<file path="config.mk">
export PLATFORM = sky130hd
export DESIGN_NAME = nibble_grid_byte_cipher_cbc_core
export DESIGN_NICKNAME = d
export VERILOG_FILES = /design/src/ngbc_pkg.sv /design/src/nibble_grid_byte_cipher_cbc_core.sv /design/src/ngbc_subst.sv
export SDC_FILE = /design/constraint.sdc
export NUM_CORES = 1
export LEC_CHECK = 0
export BUFFER_PORTS_ARGS = -buffer_cell sky130_fd_sc_hd__buf_2
export CORE_AREA = 2 2 195 197
export DETAILED_ROUTE_END_ITERATION = 10
export DIE_AREA = 0 0 197 199
export REMOVE_ABC_BUFFERS = 1
export SYNTH_ARGS = -nofsm -noshare
export SYNTH_HDL_FRONTEND = slang
export SYNTH_HIERARCHICAL = 1
export SYNTH_SLANG_ARGS = --single-unit
</file>
<file path="constraint.sdc">
create_clock -name i_clk -period 12.35 [get_ports i_clk]
set_input_delay 0.6175 -clock i_clk [delete_from_list [all_inputs] [get_ports i_clk]]
set_output_delay 0.6175 -clock i_clk [all_outputs]
set_load 0.02 [all_outputs]
</file>
<file path="src/ngbc_pkg.sv">
package ngbc_pkg;

    // field and register widths
    localparam int BYTE_W     = 8;
    localparam int NIB_W      = 4;
    localparam int GRID_CELLS = 16;
    localparam int KEY_W      = NIB_W * GRID_CELLS;
    localparam int IV_W       = 32;
    localparam int BUS_W      = 64;
    localparam int ADDR_W     = 5;

    // reset value of the chain start block
    localparam logic [IV_W-1:0] IV_RESET = 32'h6aa2_9ebe;

    // default chain block length in bytes
    localparam int BLOCK_BYTES_DEF = 4;

    // configuration register slots, one per 8-byte word
    typedef enum logic [1:0] {
        REG_KEY_GRID    = 2'd0,
        REG_DECRYPT     = 2'd1,
        REG_CHAINING    = 2'd2,
        REG_INIT_VECTOR = 2'd3
    } t_reg_idx;

    // grid entry at a row-major index
    function automatic logic [NIB_W-1:0] nib_at(input logic [KEY_W-1:0] grid,
                                                input logic [3:0] idx);
        return grid[{idx, 2'b00} +: NIB_W];
    endfunction

endpackage

</file>
<file path="src/nibble_grid_byte_cipher_cbc_core.sv">
// channel   | valid    | stall    | payload
// ----------+----------+----------+-----------------------------------
// input     | i_valid  | o_stall  | i_data_byte, i_first_of_message
// output    | o_valid  | i_stall  | o_result_byte, o_bad_key
// config    | APB write when psel, penable, pwrite, pready all high
//
// one byte per clock while o_stall is low; a result is registered in the output register,
// or in the skid entry when that is held. the per-byte path is the grid inverse lookup and
// substitution in ngbc_subst, and the chain byte read/write at the block position, all in the transfer cycle.
// reset (i_rst_n low, synchronous) restores register defaults and reloads the
// chain from the default init vector.
// the output side holds a result register and one skid entry; o_stall rises
// only when both are full.
module nibble_grid_byte_cipher_cbc_core
    import ngbc_pkg::*;
#(
    parameter int BLOCK_BYTES = BLOCK_BYTES_DEF
) (
    input  logic              i_clk,
    input  logic              i_rst_n,
    // input channel
    input  logic              i_valid,
    output logic              o_stall,
    input  logic [BYTE_W-1:0] i_data_byte,
    input  logic              i_first_of_message,
    // output channel
    output logic              o_valid,
    input  logic              i_stall,
    output logic [BYTE_W-1:0] o_result_byte,
    output logic              o_bad_key,
    // configuration port
    input  logic              psel,
    input  logic              penable,
    input  logic              pwrite,
    input  logic [ADDR_W-1:0] paddr,
    input  logic [BUS_W-1:0]  pwdata,
    output logic [BUS_W-1:0]  prdata,
    output logic              pready
);

    localparam int POS_W = (BLOCK_BYTES > 1) ? $clog2(BLOCK_BYTES) : 1;

    // configuration registers
    logic [KEY_W-1:0] r_key_grid;
    logic             r_decrypt;
    logic             r_chaining;
    logic [IV_W-1:0]  r_iv;

    // chain state
    logic [BYTE_W-1:0] r_chain [BLOCK_BYTES];
    logic [POS_W-1:0]  r_pos;

    // output register and skid entry
    logic              r_out_valid;
    logic [BYTE_W-1:0] r_out_byte;
    logic              r_out_bad;
    logic              r_skid_valid;
    logic [BYTE_W-1:0] r_skid_byte;
    logic              r_skid_bad;

    logic              cfg_wr;
    t_reg_idx          cfg_idx;
    logic              in_xfer;
    logic              out_xfer;
    logic [POS_W-1:0]  pos_eff;
    logic [POS_W-1:0]  n_pos;
    logic [BYTE_W-1:0] cprev;
    logic [BYTE_W-1:0] sub_in;
    logic [BYTE_W-1:0] sub_out;
    logic              key_ok;
    logic [BYTE_W-1:0] res_byte;
    logic [BYTE_W-1:0] chain_new;

    // config port decode
    assign pready  = 1'b1;
    assign cfg_wr  = psel && penable && pwrite && pready;
    assign cfg_idx = t_reg_idx'(paddr[ADDR_W-1:3]);

    always_comb begin
        unique case (cfg_idx)
            REG_KEY_GRID:    prdata = r_key_grid;
            REG_DECRYPT:     prdata = BUS_W'(r_decrypt);
            REG_CHAINING:    prdata = BUS_W'(r_chaining);
            REG_INIT_VECTOR: prdata = BUS_W'(r_iv);
            default:         prdata = '0;
        endcase
    end

    always_ff @(posedge i_clk) begin
        if (!i_rst_n) begin
            r_key_grid <= '0;
            r_decrypt  <= 1'b0;
            r_chaining <= 1'b0;
            r_iv       <= IV_RESET;
        end else if (cfg_wr) begin
            unique case (cfg_idx)
                REG_KEY_GRID:    r_key_grid <= pwdata[KEY_W-1:0];
                REG_DECRYPT:     r_decrypt  <= pwdata[0];
                REG_CHAINING:    r_chaining <= pwdata[0];
                REG_INIT_VECTOR: r_iv       <= pwdata[IV_W-1:0];
                default:         ;
            endcase
        end
    end

    // handshakes
    assign o_stall  = r_skid_valid;
    assign in_xfer  = i_valid && !o_stall;
    assign out_xfer = r_out_valid && !i_stall;

    // chain byte for this transfer, reloaded from the init vector on first
    assign pos_eff = i_first_of_message ? '0 : r_pos;
    assign cprev   = i_first_of_message ? r_iv[IV_W-1 -: BYTE_W] : r_chain[r_pos];

    assign sub_in = (r_chaining && !r_decrypt) ? (i_data_byte ^ cprev) : i_data_byte;

    ngbc_subst u_subst (
        .i_key_grid (r_key_grid),
        .i_byte     (sub_in),
        .i_decrypt  (r_decrypt),
        .o_byte     (sub_out),
        .o_key_ok   (key_ok)
    );

    // result, zero on a bad key
    always_comb begin
        if (!key_ok) begin
            res_byte = '0;
        end else if (r_chaining && r_decrypt) begin
            res_byte = sub_out ^ cprev;
        end else begin
            res_byte = sub_out;
        end
    end

    // ciphertext feeds the chain in both directions
    assign chain_new = r_decrypt ? i_data_byte : res_byte;

    // next block position
    always_comb begin
        if (r_chaining) begin
            n_pos = (pos_eff == POS_W'(BLOCK_BYTES - 1)) ? '0 : POS_W'(pos_eff + 1'b1);
        end else begin
            n_pos = pos_eff;
        end
    end

    // chain block and position
    always_ff @(posedge i_clk) begin
        if (!i_rst_n) begin
            for (int i = 0; i < BLOCK_BYTES; i++) begin
                r_chain[i] <= IV_RESET[BYTE_W*(3 - (i % 4)) +: BYTE_W];
            end
            r_pos <= '0;
        end else if (in_xfer) begin
            // current byte takes the new chain byte, the rest reload on first
            for (int i = 0; i < BLOCK_BYTES; i++) begin
                if (r_chaining && (POS_W'(i) == pos_eff)) begin
                    r_chain[i] <= chain_new;
                end else if (i_first_of_message) begin
                    r_chain[i] <= r_iv[BYTE_W*(3 - (i % 4)) +: BYTE_W];
                end
            end
            r_pos <= n_pos;
        end
    end

    // output register with skid entry
    always_ff @(posedge i_clk) begin
        if (!i_rst_n) begin
            r_out_valid  <= 1'b0;
            r_skid_valid <= 1'b0;
        end else if (out_xfer || !r_out_valid) begin
            if (r_skid_valid) begin
                r_out_valid  <= 1'b1;
                r_skid_valid <= 1'b0;
            end else begin
                r_out_valid <= in_xfer;
            end
        end else if (in_xfer) begin
            r_skid_valid <= 1'b1;
        end
    end

    always_ff @(posedge i_clk) begin
        if (out_xfer || !r_out_valid) begin
            if (r_skid_valid) begin
                r_out_byte <= r_skid_byte;
                r_out_bad  <= r_skid_bad;
            end else if (in_xfer) begin
                r_out_byte <= res_byte;
                r_out_bad  <= !key_ok;
            end
        end else if (in_xfer) begin
            r_skid_byte <= res_byte;
            r_skid_bad  <= !key_ok;
        end
    end

    assign o_valid       = r_out_valid;
    assign o_result_byte = r_out_byte;
    assign o_bad_key     = r_out_bad;

    // checks
    a_skid_behind_out: assert property (@(posedge i_clk) disable iff (!i_rst_n)
        r_skid_valid |-> r_out_valid)
        else $error("skid entry holds a result while the output register is empty");

    a_pos_in_block: assert property (@(posedge i_clk) disable iff (!i_rst_n)
        r_pos <= POS_W'(BLOCK_BYTES - 1))
        else $error("block position beyond block length");

    a_plain_pos_hold: assert property (@(posedge i_clk) disable iff (!i_rst_n)
        (in_xfer && !r_chaining && !i_first_of_message) |=> $stable(r_pos))
        else $error("block position moved in plain mode");

    a_bad_key_zero: assert property (@(posedge i_clk) disable iff (!i_rst_n)
        (o_valid && o_bad_key) |-> (o_result_byte == '0))
        else $error("nonzero result with a bad key");

endmodule

</file>
<file path="src/ngbc_subst.sv">
module ngbc_subst
    import ngbc_pkg::*;
(
    input  logic [KEY_W-1:0]  i_key_grid,
    input  logic [BYTE_W-1:0] i_byte,
    input  logic              i_decrypt,
    output logic [BYTE_W-1:0] o_byte,
    output logic              o_key_ok
);

    logic [3:0]            a_idx;
    logic [3:0]            b_idx;
    logic [GRID_CELLS-1:0] seen;
    logic [NIB_W-1:0]      nib_a;
    logic [NIB_W-1:0]      nib_b;
    logic [1:0]            a_row, a_col, b_row, b_col;
    logic [1:0]            step;
    logic [3:0]            na_idx;
    logic [3:0]            nb_idx;

    assign nib_a = i_byte[BYTE_W-1 -: NIB_W];
    assign nib_b = i_byte[NIB_W-1:0];

    // inverse lookup: lowest grid index holding each nibble, plus coverage
    always_comb begin
        a_idx = '0;
        b_idx = '0;
        seen  = '0;
        for (int k = GRID_CELLS - 1; k >= 0; k--) begin
            if (nib_at(i_key_grid, 4'(k)) == nib_a) begin
                a_idx = 4'(k);
            end
            if (nib_at(i_key_grid, 4'(k)) == nib_b) begin
                b_idx = 4'(k);
            end
            seen = seen | (GRID_CELLS'(1) << nib_at(i_key_grid, 4'(k)));
        end
    end

    assign o_key_ok = &seen;

    assign a_row = a_idx[3:2];
    assign a_col = a_idx[1:0];
    assign b_row = b_idx[3:2];
    assign b_col = b_idx[1:0];
    assign step  = i_decrypt ? 2'd3 : 2'd1;

    // same row shifts columns, same column shifts rows, else swap corners
    always_comb begin
        priority if (a_row == b_row) begin
            na_idx = {a_row, 2'(a_col + step)};
            nb_idx = {b_row, 2'(b_col + step)};
        end else if (a_col == b_col) begin
            na_idx = {2'(a_row + step), a_col};
            nb_idx = {2'(b_row + step), b_col};
        end else begin
            na_idx = {a_row, b_col};
            nb_idx = {b_row, a_col};
        end
    end

    assign o_byte = {nib_at(i_key_grid, na_idx), nib_at(i_key_grid, nb_idx)};

endmodule

</file>
## Word level (Yosys, flattened, before mapping)

Memory sizes are Yosys's and may differ from the RTL's. A register that Yosys moved wholly into a read port is not among the register bits.
Cells that the tools add are included.

| word-level totals | value |
|---|---|
| bits in registers | 120 |
| memory bits (writable) | 32 |
| input bits | 85 |
| output and inout port bits | 76 |
| logic and storage cells | 225 |
| memories kept | 1 |

Memory list:

| name | words | width | read ports | clocked after memory_dff | write ports | line | RTL |
|---|---|---|---|---|---|---|---|
| r_chain | 4 | 8 | 1 | 1 | 4 | nibble_grid_byte_cipher_cbc_core.sv:50 | `logic [BYTE_W-1:0] r_chain [BLOCK_BYTES];` |

| operators by class | value |
|---|---|
| $add $sub $neg | 5 |
| eq/ne operators | 41 |
| shift-type cells | 18 |
| multiplexer cells | 95 |
| bitwise operators | 27 |
| reduce and logical (&&, ||, !) cells | 27 |

Operators by type and width:

| cell | number |
|---|---|
| $pmux 64 s4 | 1 |
| $shl 1x4->16 const A | 16 |
| $or 16x16->16 | 15 |
| $mux 4 | 36 |
| $eq 4x4->1 | 32 |
| $shiftx 64x7->4 | 2 |
| $mux 8 | 15 |
| $mux 1 | 37 |
| $reduce_and 16->1 | 1 |
| $xor 8x8->8 | 2 |
| $mux 2 | 6 |
| $reduce_and 2->1 | 6 |
| $logic_and 1x1->1 | 10 |
| $add 2x2->2 | 4 |
| $or 1x1->1 | 8 |
| $eq 2x2->1 const B | 3 |
| $logic_not 1->1 | 5 |
| $eq 2x2->1 | 2 |
| $eq 2x2->1 const A | 2 |
| $logic_not 2->1 | 2 |
| $add 2x1->2 const B | 1 |
| $eq 1x2->1 const A | 1 |
| $eq 2x1->1 const B | 1 |
| $not 1->1 | 2 |
| 3 further kinds | 3 |

## Depth between registers and ports, before layout

| depth | value |
|---|---|
| depth after elaboration | 30 |
| gate-level depth with buffers | 25 |
| gate-level depth less buffers | 18 |

## Modules after synthesis

Netlist, hierarchy kept.

By module, submodules not included:

| module | times used | cells each | area an instance (um^2) | sequential area each (um^2) |
|---|---|---|---|---|
| nibble_grid_byte_cipher_cbc_core | 1 | 795 | 7,203.2 | 3,583.4 |
| ngbc_subst | 1 | 776 | 5,654.2 | 0.0 |

## Worst setup path before layout

Ideal clock, no wire load.

| path | value |
|---|---|
| path type | in2reg |
| start | in i_first_of_message |
| end | reg r_out_byte[7] (netlist: o_result_byte[7]) (data pin) |
| setup time | 0.257 ns |
| arrival time | 5.140 ns |
| data required time | 12.093 ns |
| path slack | 6.953 ns |
| stages on the path | 20 |
| path buffers | 3 |
| path through | or4b_1 buf_2 o22ai_1 a21oi_1 xnor2_1 buf_4 buf_6 xor2_4 nor4_4 nor2b_1 a2111oi_0 a21oi_1 xor2_1 nand4_2 xnor2_2 mux4_2 mux2i_1 mux2i_1 or3_1 a32o_1 |

| between the ends | value |
|---|---|
| longest elaborated chain between the ends | 29 |
| elaborated cells on any way between the ends | 79 |
| those cells by class | 2 x add/sub; 34 x eq/ne; 1 x shift; 40 x mux; 2 x bitwise |

RTL lines:

| element | line | RTL |
|---|---|---|
| start: declaration | nibble_grid_byte_cipher_cbc_core.sv:25 | `input logic i_first_of_message,` |
| $mux 8 (*) | nibble_grid_byte_cipher_cbc_core.sv:113 | `assign cprev = i_first_of_message ? r_iv[IV_W-1 -: BYTE_W] : r_chain[r_pos];` |
| $xor 8x8->8 (*) | nibble_grid_byte_cipher_cbc_core.sv:115 | `assign sub_in = (r_chaining && !r_decrypt) ? (i_data_byte ^ cprev) : i_data_byte;` |
| $mux 8 (*) | nibble_grid_byte_cipher_cbc_core.sv:115 |  |
| net sub_in[0] | nibble_grid_byte_cipher_cbc_core.sv:68 | `logic [BYTE_W-1:0] sub_in;` |
| $eq 4x4->1 | ngbc_subst.sv:33 | `if (nib_at(i_key_grid, 4'(k)) == nib_b) begin` |
| $mux 4 (15 in series) | ngbc_subst.sv:33 |  |
| $mux 4 (*) | ngbc_subst.sv:33 |  |
| $eq 2x2->1 | ngbc_subst.sv:53 | `end else if (a_col == b_col) begin` |
| $mux 4 | ngbc_subst.sv:53 |  |
| $mux 4 (*) | ngbc_subst.sv:50 | `priority if (a_row == b_row) begin` |
| $shiftx 64x7->4 (*) | ngbc_pkg.sv:29 | `return grid[{idx, 2'b00} +: NIB_W];` |
| net sub_out[7] | nibble_grid_byte_cipher_cbc_core.sv:69 | `logic [BYTE_W-1:0] sub_out;` |
| $xor 8x8->8 | nibble_grid_byte_cipher_cbc_core.sv:130 | `res_byte = sub_out ^ cprev;` |
| $mux 8 (*) | nibble_grid_byte_cipher_cbc_core.sv:129 | `end else if (r_chaining && r_decrypt) begin` |
| $mux 8 (*) | nibble_grid_byte_cipher_cbc_core.sv:127 | `if (!key_ok) begin` |
| $mux 8 (*) | nibble_grid_byte_cipher_cbc_core.sv:190 | `end else if (in_xfer) begin` |
| $mux 8 (*) | nibble_grid_byte_cipher_cbc_core.sv:187 | `if (r_skid_valid) begin` |
| end signal: assignment | nibble_grid_byte_cipher_cbc_core.sv:188 | `r_out_byte <= r_skid_byte;` |
| end signal: assignment | nibble_grid_byte_cipher_cbc_core.sv:191 | `r_out_byte <= res_byte;` |
| end: declaration | nibble_grid_byte_cipher_cbc_core.sv:55 | `logic [BYTE_W-1:0] r_out_byte;` |

The timed path passes the listed nets; every way through them passes the cells marked *. The select of a mux whose other input is x is not followed.
A chain may end at the register's enable or synchronous reset.

==> metrics.txt <==
status complete, no violations; pre-CTS setup slack roughly 5.6 ns; syn_area_per_cell 8.18 sq um; final worst slack 5.38 ns; Skew-Pair Late Insertion Delay 0.45 ns; final hold violations 0; Worst EP arrival 7.12 ns; synth unique cells 85; postcts setup bufs 0; die width 197 microns; dpl cell area about 0.014 sq mm; vias in the first global route around 13,000; Final Critical Period ~7.0 ns; DRC 0; WP data required about 13 ns; clock skew about 0.019 ns; Pwr Density approximately 97 mW/mm^2; Cells after Synth 1,571; Antenna Cells 0; CP Launch Type flop; WS Path Type reg2reg; Synth Area in Compound Gates 0.189; PortBufs 156; CTS tree built; proportion of layout cells with a drive suffix above 1 0.202; nets between 1,500 and 2,000; Post-synth EDFFs 50; Starting Density 0.346; worst reg-to-reg path cell count 18; clk root buf clkbuf_16; grt total ovfl 0; core area 0.0371 sq mm; final setup TNS 0 ns; WL/cell 27.5 microns; Ys Warns 6; async set-reset flop share out of synthesis 0; Adder-Cell Fraction of Synth Area 0.000973; num rows slightly above 70; Simple-Gate Fraction of Synth Area 0.286; PostCTS Resize Cnt 0; initial antenna violation count 0; Routed Antenna Nets 0; Critical Path End r_chain[1][7]; largest net degree at the start of global routing ~110; design area approximately 0.015 sq mm; drt first pass iters 6; RSZ-0062 raised after global routing false; via count 13,659; # IOs 161; RePlAce Congestion 1.02; via density per instance 6.35; GRT Util Overall 0.300; CTS clk-pin slew, worst paths 0.07 ns; die area 0.0392 sq mm; worst min path class in2reg; xor/xnor share of the synthesized area 0.103; most common flop cell mapped by yosys dfxtp_1; post-DP HPWL 43.1 mm; Hold-fix buffers, CTS 0; fmax 144 MHz; slew margin rel. 0.248; Reg-to-Reg End r_chain[1][7]; number of synthesized register bits 154; Post-Syn Area 0.0129 sq mm; Routed Wire Length 59.2 mm; final setup fails 0; H-tree depth 4; crit end category flop; Worst Max-Slew Pin Slew 1.12 ns; Layout area overhead 14.2%; worst vdd ir 71.1 uV; clock sink count between 150 and 200; largest family of logic cells by synthesized area simple AND/OR/NAND/NOR gates; Die H 199 microns; first-pass GRT wire length 86.8 mm; r2r setup slk 5.38 ns; initial DRC count 1,864; LEAKAGE 5.19 nW; mux cell area share after synthesis 0.0819; Seq/Total Area, Yosys 0.279; Final Cycle Share 0.564; Hold Slack 0.398 ns; CP Max Fanout 16; Final Max Tran Viols 0; MaxCap Viol Count 0; number of buffers inserted during clock tree synthesis 17; Max clock buf depth 2; post-layout util 0.395
sequential cells by signal, indices dropped and copies added, names as in the netlist, named ones only:
| register | flops |
|---|---|
| o_result_byte | 8 |
| r_skid_bad | 1 |
| r_skid_byte | 8 |
| r_chaining | 1 |
| r_pos | 2 |
| r_iv | 32 |
| o_bad_key | 1 |
| r_decrypt | 1 |
| o_stall | 1 |
| r_chain | 32 |
| o_valid | 1 |
| r_key_grid | 64 |
stage by stage:
step,power (mW),cells
detailed placement,0.877,2118
finish,1.42,2151
floorplan,0.773,1421
global placement,0.873,2118
global route,1.47,2151
CTS,1.43,2150
power by group:
part | internal (mW) | switching (mW) | total (mW)
clock | 0.313 | 0.240 | 0.553
sequential | 0.532 | 0.0121 | 0.544
combinational | 0.130 | 0.198 | 0.328
layer usage:
layer  track usage  wire, microns
met1         0.412          24900
met2         0.450          25300
met3        0.0683           6170
met4         0.133           2750
met5             0              0
cells in the final DEF, fill, tap and decap left out, types with 25 or more instances in the layout:
master,n
nand2_1,260
buf_2,156
xnor2_1,106
dfxtp_1,104
nor3_1,78
a21boi_0,68
nand2b_1,67
buf_4,67
o22ai_1,65
nor2_1,57
edfxtp_1,50
nand4_1,44
o21ai_0,39
nor4_1,39
and2_1,36
a22o_1,35
mux4_2,33
a21oi_1,33
nand3_1,33
xor2_1,28
mux2i_1,25
final cells by class:
class	instances	area, sq um
Fill cell	3816	22500
Timing Repair Buffer	224	1290
Clock buffer	21	460
Inverter	9	33.8
Multi-Input combinational cell	1258	8590
Clock inverter	11	135
Tap cell	474	593
Sequential cell	154	3580
cell usage after synthesis (3+ instances only):
cell type / instances / area, sq um
a22o_1: 35 / 307
dfxtp_1: 104 / 2080
nor4_2: 5 / 62.6
a2111oi_0: 4 / 35.0
and3_1: 10 / 62.6
a211oi_1: 5 / 37.5
nand2_1: 260 / 976
o31ai_1: 4 / 30.0
nor4_1: 40 / 250
clkbuf_1: 94 / 353
a21oi_1: 33 / 165
and4_1: 12 / 105
xnor2_1: 114 / 998
edfxtp_1: 50 / 1500
o211ai_1: 8 / 60.1
or4_1: 4 / 30.0
a21boi_0: 68 / 510
mux4_2: 33 / 743
buf_2: 36 / 180
nand4_1: 44 / 275
o22ai_1: 65 / 407
nor2_1: 59 / 221
nand3b_1: 3 / 22.5
inv_1: 9 / 33.8
buf_6: 9 / 101
mux2i_1: 25 / 250
nand2b_1: 67 / 419
or2_2: 9 / 56.3
xor2_1: 28 / 245
nand3_1: 33 / 165
nand4bb_1: 3 / 33.8
nor2b_1: 9 / 56.3
o21ai_0: 39 / 195
a32o_1: 7 / 70.1
nor3b_1: 5 / 37.5
or3_1: 11 / 68.8
nor3_1: 78 / 390
a31oi_1: 4 / 25.0
o32ai_1: 17 / 149
a21boi_1: 11 / 82.6
o2bb2ai_1: 4 / 35.0
buf_4: 8 / 60.1
a22oi_1: 17 / 128
and2_1: 36 / 225
worst min path at each step:
| stage | startpoint | end | slack, ns | depth (start not counted) |
|---|---|---|---|---|
| 2_1_floorplan | r_iv[0] | r_iv[0] | 0.45 | 2 |
| 3_3_place_gp | r_iv[20] | r_iv[20] | 0.47 | 2 |
| 3_5_place_dp | r_iv[20] | r_iv[20] | 0.48 | 2 |
| 4_1_cts | pwdata[25] | r_iv[25] | 0.39 | 3 |
| 5_1_grt | pwdata[25] | r_iv[25] | 0.40 | 3 |
| 6_report | pwdata[21] | r_iv[21] | 0.40 | 3 |
logic make-up after synthesis:
| family | after synthesis |
|---|---|
| AO/OA/AOI/OAI | 339 |
| XOR/XNOR | 146 |
| adder cells (fa/ha/maj) | 1 |
| buffers and inverters | 159 |
| flip-flops | 154 |
| multiplexers | 62 |
| other | 1 |
| AND/OR/NAND/NOR | 709 |
worst max-delay path, cell delays in order (launching register included):
cell	delay (ns)
dfxtp_1	1.02
mux2i_1	0.45
o22ai_1	0.16
a21oi_1	0.23
xnor2_2	0.13
buf_4	0.33
xor2_1	0.11
nor4_1	0.53
a211oi_1	0.08
o21ai_0	0.49
a22o_1	0.34
xor2_1	0.18
nand4_2	0.30
xor2_1	0.72
mux4_2	0.40
mux2i_1	0.14
mux2i_1	0.20
a22oi_1	0.64
a21oi_1	0.18
Power figures use the tool's default switching activity.
